==> src/hdl/swmd_pkg.sv <==
// swmd_pkg: shared types and constants for the sliding window maximum block.
// Used by swmd_cell and sliding_window_max_deque; depends on nothing.
package swmd_pkg;

   localparam int CfgBits = 7;
   localparam logic [CfgBits-1:0] WINDOW_RESET = 7'd3;

   // per-word control broadcast to every cell
   typedef struct packed {
      logic load;
      logic start;
      logic emit;
   } step_type;

endpackage

==> src/hdl/swmd_cell.sv <==
// swmd_cell: one slot of the sample shift chain with its candidate flag.
// Depends on swmd_pkg (step_type).
module swmd_cell #(
   parameter int SAMPLE_BITS = 16,
   parameter int WIN_BITS    = 7,
   parameter int INDEX       = 0
) (
   input  logic                   clock,
   input  logic                   reset,
   input  swmd_pkg::step_type     step,
   input  logic [WIN_BITS-1:0]    win,
   input  logic [SAMPLE_BITS-1:0] sample,
   input  logic [SAMPLE_BITS-1:0] prev_val,
   input  logic                   prev_live,
   output logic [SAMPLE_BITS-1:0] val_q,
   output logic                   vld_q,
   output logic                   live
);

   logic [SAMPLE_BITS-1:0] val_ff;
   logic                   vld_ff;
   logic                   vld_in;
   logic                   too_old;

   // age of the slot after the shift equals its index
   assign too_old = step.emit && (WIN_BITS'(INDEX) >= win);
   assign vld_in  = prev_live && !too_old;

   // survives the new word: not cleared and strictly greater than it
   assign live = vld_ff && !step.start && ($signed(val_ff) > $signed(sample));

   always_ff @(posedge clock) begin
      if (reset) begin
         vld_ff <= 1'b0;
      end else if (step.load) begin
         vld_ff <= vld_in;
      end
   end

   always_ff @(posedge clock) begin
      if (step.load) begin
         val_ff <= prev_val;
      end
   end

   assign val_q = val_ff;
   assign vld_q = vld_ff;

endmodule

==> src/hdl/swmd_max_tree.sv <==
// swmd_max_tree: pipelined maximum over the valid cells, a register every
// three levels, with per-stage ready. Depends on nothing.
module swmd_max_tree #(
   parameter int LEAVES      = 64,
   parameter int SAMPLE_BITS = 16
) (
   input  logic                               clock,
   input  logic                               reset,
   input  logic                               in_valid,
   output logic                               in_ready,
   input  logic [LEAVES-1:0]                  leaf_vld,
   input  logic [LEAVES-1:0][SAMPLE_BITS-1:0] leaf_val,
   output logic                               out_valid,
   input  logic                               out_ready,
   output logic [SAMPLE_BITS-1:0]             out_val
);

   localparam int Levels   = $clog2(LEAVES);
   localparam int Stages   = (Levels + 2) / 3;
   localparam int Internal = (1 << Levels) - 1;
   localparam int Nodes    = 2 * Internal + 1;

   logic [SAMPLE_BITS:0] node_q  [Nodes];
   logic [SAMPLE_BITS:0] comb_q  [Internal];
   logic [Stages-1:0]    stg_vld_ff;
   logic [Stages:0]      rdy;

   function automatic logic [SAMPLE_BITS:0] pick(input logic [SAMPLE_BITS:0] a,
                                                 input logic [SAMPLE_BITS:0] b);
      logic take_a;
      take_a = a[SAMPLE_BITS] &&
               (!b[SAMPLE_BITS] ||
                ($signed(a[SAMPLE_BITS-1:0]) >= $signed(b[SAMPLE_BITS-1:0])));
      return take_a ? a : b;
   endfunction

   assign rdy[Stages] = out_ready;

   for (genvar k = 0; k < Stages; k++) begin : g_stage
      assign rdy[k] = !stg_vld_ff[k] || rdy[k+1];

      always_ff @(posedge clock) begin
         if (reset) begin
            stg_vld_ff[k] <= 1'b0;
         end else if (rdy[k]) begin
            stg_vld_ff[k] <= (k == 0) ? in_valid : stg_vld_ff[(k == 0) ? 0 : k-1];
         end
      end
   end

   for (genvar j = 0; j < (1 << Levels); j++) begin : g_leaf
      if (j < LEAVES) begin : g_used
         assign node_q[Internal+j] = {leaf_vld[j], leaf_val[j]};
      end else begin : g_pad
         assign node_q[Internal+j] = '0;
      end
   end

   for (genvar n = 0; n < Internal; n++) begin : g_node
      localparam int Depth  = $clog2(n + 2) - 1;
      localparam int Height = Levels - Depth;
      localparam int Stg    = (Height + 2) / 3 - 1;

      assign comb_q[n] = pick(node_q[2*n+1], node_q[2*n+2]);

      if ((Height % 3 == 0) || (Depth == 0)) begin : g_reg
         logic [SAMPLE_BITS:0] node_ff;

         always_ff @(posedge clock) begin
            if (rdy[Stg]) begin
               node_ff <= comb_q[n];
            end
         end
         assign node_q[n] = node_ff;
      end else begin : g_comb
         assign node_q[n] = comb_q[n];
      end
   end

   assign in_ready  = rdy[0];
   assign out_valid = stg_vld_ff[Stages-1];
   assign out_val   = node_q[0][SAMPLE_BITS-1:0];

endmodule

==> src/hdl/sliding_window_max_deque.sv <==
// sliding_window_max_deque: running maximum over the last window_size samples.
// Depends on swmd_pkg, swmd_cell and swmd_max_tree.
//
// One sample word is accepted per clock, unless a result still waits for the
// stalled max tree. Each word enters a chain of WINDOW_MAX cells that shifts
// by one slot per word, so a cell's index is the age of the sample it holds;
// a parallel compare across all cells drops older samples that are not larger
// than the new one, and on a word that completes a window the cells at or
// beyond the window are dropped too. The maximum of the surviving cells goes
// through a max tree registered every three levels. No result word is
// produced until window_size samples of the current sequence have arrived;
// req_tuser high restarts the sequence. csr_wdata of 0 acts as 1, above
// WINDOW_MAX as WINDOW_MAX.
module sliding_window_max_deque #(
   parameter int WINDOW_MAX  = 64,
   parameter int SAMPLE_BITS = 16
) (
   input  logic                                   clock,
   input  logic                                   reset,
   input  logic                                   csr_we,
   input  logic [swmd_pkg::CfgBits-1:0]           csr_wdata,
   input  logic                                   req_tvalid,
   output logic                                   req_tready,
   // [SAMPLE_BITS-1:0] sample, zero padded to whole bytes
   input  logic [((SAMPLE_BITS+7)/8)*8-1:0]       req_tdata,
   // [0] start_req
   input  logic                                   req_tuser,
   output logic                                   rsp_tvalid,
   input  logic                                   rsp_tready,
   // [SAMPLE_BITS-1:0] window_max, zero padded to whole bytes
   output logic [((SAMPLE_BITS+7)/8)*8-1:0]       rsp_tdata
);

   localparam int DataBits = ((SAMPLE_BITS + 7) / 8) * 8;
   localparam int WinBits  = $clog2(WINDOW_MAX + 1);
   localparam int ExtBits  = (WinBits > swmd_pkg::CfgBits) ? WinBits : swmd_pkg::CfgBits;

   logic [swmd_pkg::CfgBits-1:0]         cfg_ff;
   logic [ExtBits-1:0]                   cfg_ext;
   logic [ExtBits-1:0]                   win_ext;
   logic [WinBits-1:0]                   win;
   logic [WinBits-1:0]                   fill_ff;
   logic [WinBits-1:0]                   fill_in;
   logic [WinBits-1:0]                   fill_base;
   logic                                 pend_ff;
   logic                                 pend_in;
   logic                                 accept;
   logic                                 emit;
   logic                                 tree_ready;
   logic [SAMPLE_BITS-1:0]               sample;
   logic [SAMPLE_BITS-1:0]               out_val;
   swmd_pkg::step_type                   step;

   logic [SAMPLE_BITS-1:0]               cell_val  [WINDOW_MAX];
   logic                                 cell_live [WINDOW_MAX];
   logic [WINDOW_MAX-1:0]                leaf_vld;
   logic [WINDOW_MAX-1:0][SAMPLE_BITS-1:0] leaf_val;

   always_ff @(posedge clock) begin
      if (reset) begin
         cfg_ff <= swmd_pkg::WINDOW_RESET;
      end else if (csr_we) begin
         cfg_ff <= csr_wdata;
      end
   end

   assign cfg_ext = ExtBits'(cfg_ff);

   always_comb begin
      priority if (cfg_ext == '0) begin
         win_ext = ExtBits'(1);
      end else if (cfg_ext > ExtBits'(WINDOW_MAX)) begin
         win_ext = ExtBits'(WINDOW_MAX);
      end else begin
         win_ext = cfg_ext;
      end
   end

   assign win = win_ext[WinBits-1:0];

   assign sample     = req_tdata[SAMPLE_BITS-1:0];
   assign req_tready = !pend_ff || tree_ready;
   assign accept     = req_tvalid && req_tready;

   assign fill_base = req_tuser ? '0 : fill_ff;
   assign fill_in   = (fill_base < win) ? fill_base + WinBits'(1) : win;
   assign emit      = (fill_in == win);

   always_comb begin
      priority if (accept) begin
         pend_in = emit;
      end else if (tree_ready) begin
         pend_in = 1'b0;
      end else begin
         pend_in = pend_ff;
      end
   end

   always_ff @(posedge clock) begin
      if (reset) begin
         fill_ff <= '0;
         pend_ff <= 1'b0;
      end else begin
         pend_ff <= pend_in;
         if (accept) begin
            fill_ff <= fill_in;
         end
      end
   end

   assign step.load  = accept;
   assign step.start = req_tuser;
   assign step.emit  = emit;

   for (genvar i = 0; i < WINDOW_MAX; i++) begin : g_cell
      logic [SAMPLE_BITS-1:0] prev_val;
      logic                   prev_live;
      logic                   vld_q;

      if (i == 0) begin : g_head
         assign prev_val  = sample;
         assign prev_live = 1'b1;
      end else begin : g_body
         assign prev_val  = cell_val[(i == 0) ? 0 : i-1];
         assign prev_live = cell_live[(i == 0) ? 0 : i-1];
      end

      swmd_cell #(
         .SAMPLE_BITS (SAMPLE_BITS),
         .WIN_BITS    (WinBits),
         .INDEX       (i)
      ) u_cell (
         .clock     (clock),
         .reset     (reset),
         .step      (step),
         .win       (win),
         .sample    (sample),
         .prev_val  (prev_val),
         .prev_live (prev_live),
         .val_q     (cell_val[i]),
         .vld_q     (vld_q),
         .live      (cell_live[i])
      );

      assign leaf_vld[i] = vld_q;
      assign leaf_val[i] = cell_val[i];
   end

   swmd_max_tree #(
      .LEAVES      (WINDOW_MAX),
      .SAMPLE_BITS (SAMPLE_BITS)
   ) u_tree (
      .clock     (clock),
      .reset     (reset),
      .in_valid  (pend_ff),
      .in_ready  (tree_ready),
      .leaf_vld  (leaf_vld),
      .leaf_val  (leaf_val),
      .out_valid (rsp_tvalid),
      .out_ready (rsp_tready),
      .out_val   (out_val)
   );

   assign rsp_tdata = DataBits'(out_val);

   // newest sample is always a candidate
   a_head_valid: assert property (@(posedge clock) disable iff (reset)
      accept |=> leaf_vld[0])
      else $error("head cell not valid after a word");

   a_restart_fill: assert property (@(posedge clock) disable iff (reset)
      accept && req_tuser |=> fill_ff == WinBits'(1))
      else $error("fill count wrong after restart");

   a_pend_emit: assert property (@(posedge clock) disable iff (reset)
      accept |=> pend_ff == $past(emit))
      else $error("result flag does not follow window fill");

   a_stall_pend: assert property (@(posedge clock) disable iff (reset)
      !req_tready |-> pend_ff && !tree_ready)
      else $error("input stalled without a pending result");

endmodule

==> config.mk <==
export PLATFORM = sky130hd
export DESIGN_NAME = sliding_window_max_deque
export DESIGN_NICKNAME = d
export VERILOG_FILES = /design/src/hdl/swmd_pkg.sv /design/src/hdl/swmd_cell.sv /design/src/hdl/swmd_max_tree.sv /design/src/hdl/sliding_window_max_deque.sv
export SDC_FILE = /design/constraint.sdc
export NUM_CORES = 2
export LEC_CHECK = 0
export BUFFER_PORTS_ARGS = -buffer_cell sky130_fd_sc_hd__buf_2
export CAP_MARGIN = 5
export CORE_ASPECT_RATIO = 0.75
export CORE_UTILIZATION = 40
export CTS_BUF_LIST = sky130_fd_sc_hd__clkbuf_8
export DETAILED_ROUTE_END_ITERATION = 16
export PLACE_DENSITY_LB_ADDON = 0.15
export RECOVER_POWER = 100
export SLEW_MARGIN = 20
export SYNTH_ARGS = -nofsm -noshare
export SYNTH_HDL_FRONTEND = slang
export SYNTH_SLANG_ARGS = --single-unit
==> constraint.sdc <==
create_clock -name clock -period 39.5 [get_ports clock]
set_input_delay 1.975 -clock clock [delete_from_list [all_inputs] [get_ports clock]]
set_output_delay 1.975 -clock clock [all_outputs]
set_load 0.01 [all_outputs]
---- After elaboration in Yosys (flattened, before gate mapping) ----
Cells that the tools add are included.
operators by class
  reduce and logical (&&, ||, !) cells .... 516
  order comparisons ....................... 192
  add/subtract/negate cells ............... 1
  equal/unequal tests ..................... 1
  mux-type cells .......................... 69
operators by type and width
  cell                   count
  $mux W17               62
  $ge A16 B16 Y1         63
  $gt A16 B16 Y1         63
  $logic_and A1 B1 Y1    317
  $ge A6 B7 Y1 const A   32
  $logic_not A1 Y1       131
  $ge A5 B7 Y1 const A   16
  $logic_or A1 B1 Y1     66
  $ge A4 B7 Y1 const A   8
  $ge A3 B7 Y1 const A   4
  $mux W7                4
  $mux W16               1
  $ge A1 B7 Y1 const A   2
  $ge A2 B7 Y1 const A   2
  $add A7 B1 Y7 const B  1
  $eq A7 B7 Y1           1
  $gt A7 B7 Y1 const B   1
  $logic_not A7 Y1       1
  $lt A7 B7 Y1           1
  $mux W1                2
  $reduce_bool A2 Y1     1
storage, ports and cells
  word-level logic and storage cells ...... 921
  input bits .............................. 29
  output and inout port bits .............. 18
  register bits ........................... 1257

---- Depth between registers and ports, before layout ----
  depth after elaboration ................. 12
  mapped depth ............................ 37
  depth with buffers taken out ............ 28

---- Hierarchy ----
From an unflattened synthesis, not the netlist that was laid out.
second synthesis, totals
  cell total of the unflattened synthesis .. 10588
  area total of the unflattened synthesis .. 106902.5 um2
by module, submodules not included
  module                              instances  sequential area each (um2)  cells an instance  area an instance (um2)
  swmd_max_tree                       1          4604.4                      5075               42206.7
  swmd_cell at g_cell[12].u_cell ...  7          500.5                       84                 998.5
  swmd_cell at g_cell[18].u_cell ...  6          500.5                       85                 999.7
  swmd_cell at g_cell[13].u_cell ...  6          500.5                       84                 996.0
  swmd_cell at g_cell[34].u_cell ...  5          500.5                       84                 999.7
  swmd_cell at g_cell[21].u_cell ...  5          500.5                       85                 998.5
  swmd_cell at g_cell[0].u_cell ...   5          500.5                       84                 997.2
  swmd_cell at g_cell[17].u_cell ...  4          500.5                       84                 994.7
  swmd_cell at g_cell[36].u_cell ...  3          500.5                       84                 1001.0
  swmd_cell at g_cell[33].u_cell ...  3          500.5                       83                 994.7
  swmd_cell at g_cell[29].u_cell ...  2          500.5                       84                 993.5
  swmd_cell at g_cell[35].u_cell ...  2          500.5                       83                 970.9
  swmd_cell at g_cell[19].u_cell ...  2          500.5                       84                 969.7
  swmd_cell at g_cell[39].u_cell ...  2          500.5                       83                 968.4
  13 more rows                        n/a        n/a                         n/a                n/a

---- Least setup slack after synthesis ----
OpenSTA, ideal clock, no wires.
  path kind ............................... input port to flip-flop
  from .................................... input port rsp_tready
  to ...................................... register fill_ff[0]
  stages on the path ...................... 7
  data arrival time ....................... 33120 ps
  buffers on the path ..................... 1
  library setup time ...................... 169 ps
  required time ........................... 39331 ps
  setup slack ............................. 6212 ps
  cells stage by stage .................... nor2b_1 -> nand3_1 -> nand2_1 -> inv_1 -> clkbuf_1 -> o21ai_0 -> a21oi_1
on the way
  longest elaborated chain between the ends .. 4
ends and longest elaborated chain
  item                             line                             source
  start: declaration               sliding_window_max_deque.sv:29   input logic rsp_tready,
  $logic_or A1 B1 Y1 (2 in a row)  swmd_max_tree.sv:40              assign rdy[k] = !stg_vld_ff[k] || rdy[k+1];
  $logic_or A1 B1 Y1               sliding_window_max_deque.sv:82   assign req_tready = !pend_ff || tree_ready;
  named net req_tready             sliding_window_max_deque.sv:23   output logic req_tready,
  $logic_and A1 B1 Y1              sliding_window_max_deque.sv:83   assign accept = req_tvalid && req_tready;
  named net accept                 sliding_window_max_deque.sv:47   logic accept;
  end signal: assignment           sliding_window_max_deque.sv:106  fill_ff <= fill_in;
  end: declaration                 sliding_window_max_deque.sv:42   logic [WinBits-1:0] fill_ff;
The timed path passes the listed nets, and every way through them passes these cells.
A chain may end at the register's enable or synchronous reset.

---- Worst setup path in the final report ----
  from .................................... input port rsp_tready
  to ...................................... register g_cell[60].u_cell.val_ff[0], enable pin
on the way
  longest elaborated chain between the ends .. 4
ends and longest elaborated chain
  item                             line                            source
  $logic_or A1 B1 Y1 (2 in a row)  swmd_max_tree.sv:40
  $logic_or A1 B1 Y1               sliding_window_max_deque.sv:82
  $logic_and A1 B1 Y1              sliding_window_max_deque.sv:83
  end signal: assignment           swmd_cell.sv:42                 val_ff <= prev_val;
  end: declaration                 swmd_cell.sv:20                 logic [SAMPLE_BITS-1:0] val_ff;
Every way passes these cells.

==> metrics.md <==
| Metric | Value |
|---|---|
| HPWL after detailed placement | `274 mm` |
| M3 GR Usage | `3.70%` |
| Vias in the first global route | `79,442` |
| CTS buffer count | `236` |
| Setup repair bufs after CTS | `0` |
| Cell area after layout | `112,000 sq um` |
| Global route overflow | `0` |
| Fmax | `48.9 MHz` |
| Setup CP Type | `primary input to flip-flop` |
| GR peak layer | `met1` |
| DR WL/cell | `26.4 um` |
| Worst setup EP type | `flip-flop` |
| CTS Hold Bufs | `0` |
| GR Util met2 | `40.2%` |
| Finished Layout Cells | `13,758` |
| Area added between synthesis and finish | `8.45%` |
| Post-synthesis cell count | `9,988` |
| Number of enable flip-flop cells after synthesis | `1,176` |
| Clock latency on the worst-skew pair | `1.07 ns` |
| Fin crit period | `20.46 ns` |
| Clock sinks | `1,257` |
| Skew final | `0.132 ns` |
| Placed Cells | `13,316` |
| Power per standard cell area | `33.0 nW/um^2` |
| Reg-to-Reg End | `g_cell[60].u_cell.val_q[0]$_DFFE_PP_` |
| Port bufs | `46` |
| Flop2flop setup slack | `19.65 ns` |
| Worst vdd ir | `0.0279 mV` |
| Layout cells sized above 1 | `7.71%` |
| WP data arrival | `20.98 ns` |
| Main synth FF type | `edfxtp_1` |
| Slew Limit Fails | `1,495` |
| Max_cap viols | `29` |
| Synth Warn # | `0` |
| Critical Path Start Type | `primary input` |
| Starting Density | `40.3%` |
| Final count of negative-setup-slack endpoints | `0` |
| Post-cts resize count | `0` |
| Die height | `442 um` |
| Die Wd | `589 um` |
| RSZ-0062 raised after global routing | `no` |
| Async SR Flop Fraction | `0%` |
| Critical Path End | `g_cell[60].u_cell.val_q[0]$_DFFE_PP_` |
| Nets | `12,185` |
| CP required | `40.01 ns` |
| Crit share post-route | `51.8%` |
| Cell Area, Synth | `103,000 sq um` |
| Flops & latches, synth | `1,257` |
| Syn_nets | `12,040` |
| Hold WC Path Type | `flip-flop to flip-flop` |
| DRC viols | `0` |
| Power, Total | `3.70 mW` |
| Worst Setup SP | `rsp_tready` |
| Seq/Total Area, Yosys | `35.7%` |
| Leakage | `52.2 nW` |
| R2R depth | `10` |
| Fin. Hold Viols | `0` |
| GPL Wtd Cong | `0.929` |
| Root buf cell | `clkbuf_8` |
| Reg2Reg Launch Point | `u_tree.out_valid$_SDFFE_PP0P_` |
| Initial DRC Count | `7,391` |
| Top-Level Pins | `47` |
| Vias/cell | `5.96` |
| Outcome | `finished with violations` |
| Core Region | `257,000 sq um` |
| Tot GR Track Use | `27.2%` |
| Row count | `161` |
| Initial antenna violation count | `27` |
| CTS tree | `yes` |
| Vias after detailed routing | `81,999` |
| Die area | `261,000 sq um` |
| CP Max Fanout | `137` |
| Global-route wire length before repair | `533 mm` |
| Post-DP Area | `108,000 sq um` |
| H-Tree Depth | `4` |
| Worst-Margin Slew | `8.83 ns` |
| Largest net degree at the start of global routing | `155` |
| Post-synthesis cell type count | `101` |
| Syn avg cell area | `10.4 sq um` |
| Setup TNS Final | `0 ns` |
| Worst rel slew slack | `-488%` |
| GRT met1 Usage | `40.6%` |
| Final Util | `43.7%` |
| DRT Pass-1 Iters | `8` |
| Routed wire length | `363 mm` |
| Clock-pin slew on the worst setup and hold paths | `0.08 ns` |
| Routed Antenna Nets | `0` |
| CTS max path bufs | `4` |
| Violated checks | `capacitance limit, slew limit` |
-- cell families (layout without fill, tap and decap cells) --
logic type,after synthesis,count (layout),share of synthesized area [%]
AOI/OAI and AO/OA,2263,2263,14.8
buffers and inverters,1361,1700,5.08
DFF,1257,1257,35.7
muxes,804,804,8.17
adders and majority gates,2023,2023,24.5
xor gates and xnor gates,7,7,0.0593
and+or+nand+nor,2273,2273,11.7
other,0,8,0
-- state kept, by name, indices dropped and copies added, names as in the netlist --
name / flops
u_tree.g_node.g_reg.node_ff: 152
g_cell.u_cell.vld_q: 64
u_tree.stg_vld_ff: 1
fill_ff: 7
u_tree.out_valid: 1
pend_ff: 1
g_cell.u_cell.val_q: 1024
cfg_ext: 7
-- worst min path at each step --
stage / start / end / slack [ns] / depth (start not counted)
6_report: g_cell[43].u_cell.val_q[10]$_DFFE_PP_ / g_cell[44].u_cell.val_q[10]$_DFFE_PP_ / 0.45 / 0
5_1_grt: g_cell[18].u_cell.val_q[0]$_DFFE_PP_ / g_cell[19].u_cell.val_q[0]$_DFFE_PP_ / 0.47 / 0
4_1_cts: g_cell[18].u_cell.val_q[0]$_DFFE_PP_ / g_cell[19].u_cell.val_q[0]$_DFFE_PP_ / 0.46 / 0
3_5_place_dp: g_cell[18].u_cell.val_q[0]$_DFFE_PP_ / g_cell[19].u_cell.val_q[0]$_DFFE_PP_ / 0.45 / 0
3_3_place_gp: g_cell[18].u_cell.val_q[0]$_DFFE_PP_ / g_cell[19].u_cell.val_q[0]$_DFFE_PP_ / 0.43 / 0
2_1_floorplan: g_cell[10].u_cell.val_q[0]$_DFFE_PP_ / g_cell[11].u_cell.val_q[0]$_DFFE_PP_ / 0.43 / 0
-- per-stage QoR --
stage | worst slack, ns | hold WS [ns]
after global placement | 30.66 | 0.434
after global routing | 17.81 | 0.469
final | 19.04 | 0.447
after CTS | 30.48 | 0.463
after detailed placement | 30.60 | 0.445
after floorplan | 6.21 | 0.426
-- power by group --
group / leakage [nW] / total, mW / switching (mW) / internal [mW]
clock network: 2.63 / 1.32 / 0.647 / 0.675
registers: 12.3 / 1.65 / 0.103 / 1.55
logic: 37.3 / 0.725 / 0.451 / 0.274
total: 52.2 / 3.70 / 1.20 / 2.50
-- placed cells by master, fill, tap and decap left out, drive strengths merged, types with 44 or more instances in the layout --
master / synthesis / final
o21ai: 397 / 397
nor3: 132 / 132
mux2i: 525 / 525
nand2b: 115 / 115
clkinv: 3 / 96
dfxtp: 81 / 81
o22ai: 56 / 56
edfxtp: 1176 / 1176
and3: 79 / 79
ha: 2023 / 2023
nor2: 449 / 449
a21oi: 581 / 581
a21o: 424 / 424
nand3: 198 / 198
clkbuf: 188 / 313
mux2: 279 / 279
and4: 60 / 60
a2111oi: 64 / 64
o31ai: 45 / 45
nor4: 60 / 60
buf: 70 / 95
o21a: 50 / 50
inv: 1100 / 1177
nor2b: 155 / 155
nand2: 401 / 401
nand3b: 44 / 44
a211oi: 88 / 88
o211ai: 114 / 114
nand4: 413 / 413
-- routing by layer --
metal | share of wire (%) | up-vias
met5 | 0.011 | -
met4 | 3.2 | 6
met3 | 6.5 | 545
met2 | 42 | 2688
met1 | 49 | 40228
li1 | - | 38532
-- final cells by class --
class	instances	area (sq um)
diodes	8	20.0
clock buffers	243	3340
clock inverters	189	1220
fillers	24198	145000
inverters	1103	4180
multi-input cells	7370	61200
flip-flops and latches	1257	36900
well taps	3423	4280
repair buffers	165	960
-- synthesized netlist by cell type (35+ instances only) --
master     instances  share of area (%)
a2111oi_0         64               0.54
a211oi_1          87               0.63
a21o_1           423                3.1
a21oi_1          578                2.8
a311o_1           36               0.35
a311oi_1          41               0.35
a31oi_1           36               0.22
and3_1            79               0.48
and4_1            58               0.49
buf_2             42               0.20
clkbuf_1         187               0.68
dfxtp_1           81                1.6
edfxtp_1        1176                 34
ha_1            2023                 24
inv_1           1100                4.0
mux2_2           273                3.0
mux2i_1          523                5.1
nand2_1          401                1.5
nand2b_1         115               0.70
nand3_1          198               0.96
nand3b_1          44               0.32
nand4_1          413                2.5
nor2_1           449                1.6
nor2b_1          155               0.94
nor3_1           132               0.64
nor4_1            60               0.36
o211ai_1         105               0.76
o21a_1            50               0.36
o21ai_0          394                1.9
o21bai_1          38               0.28
o22ai_1           56               0.34
o31ai_1           43               0.31
or3_1             35               0.21
-- worst max-delay path, cell delays in order --
cell and delay (ns):
buf_2 0.07, nor2b_1 0.03, clkbuf_1 0.23, nand3_1 0.20
nand2_1 0.07, clkbuf_1 0.66, clkinvlp_2 2.52, clkbuf_1 6.15
clkbuf_1 2.78, clkbuf_1 2.76, clkbuf_1 3.18
Note: power is estimated with default switching activity, not from simulation.
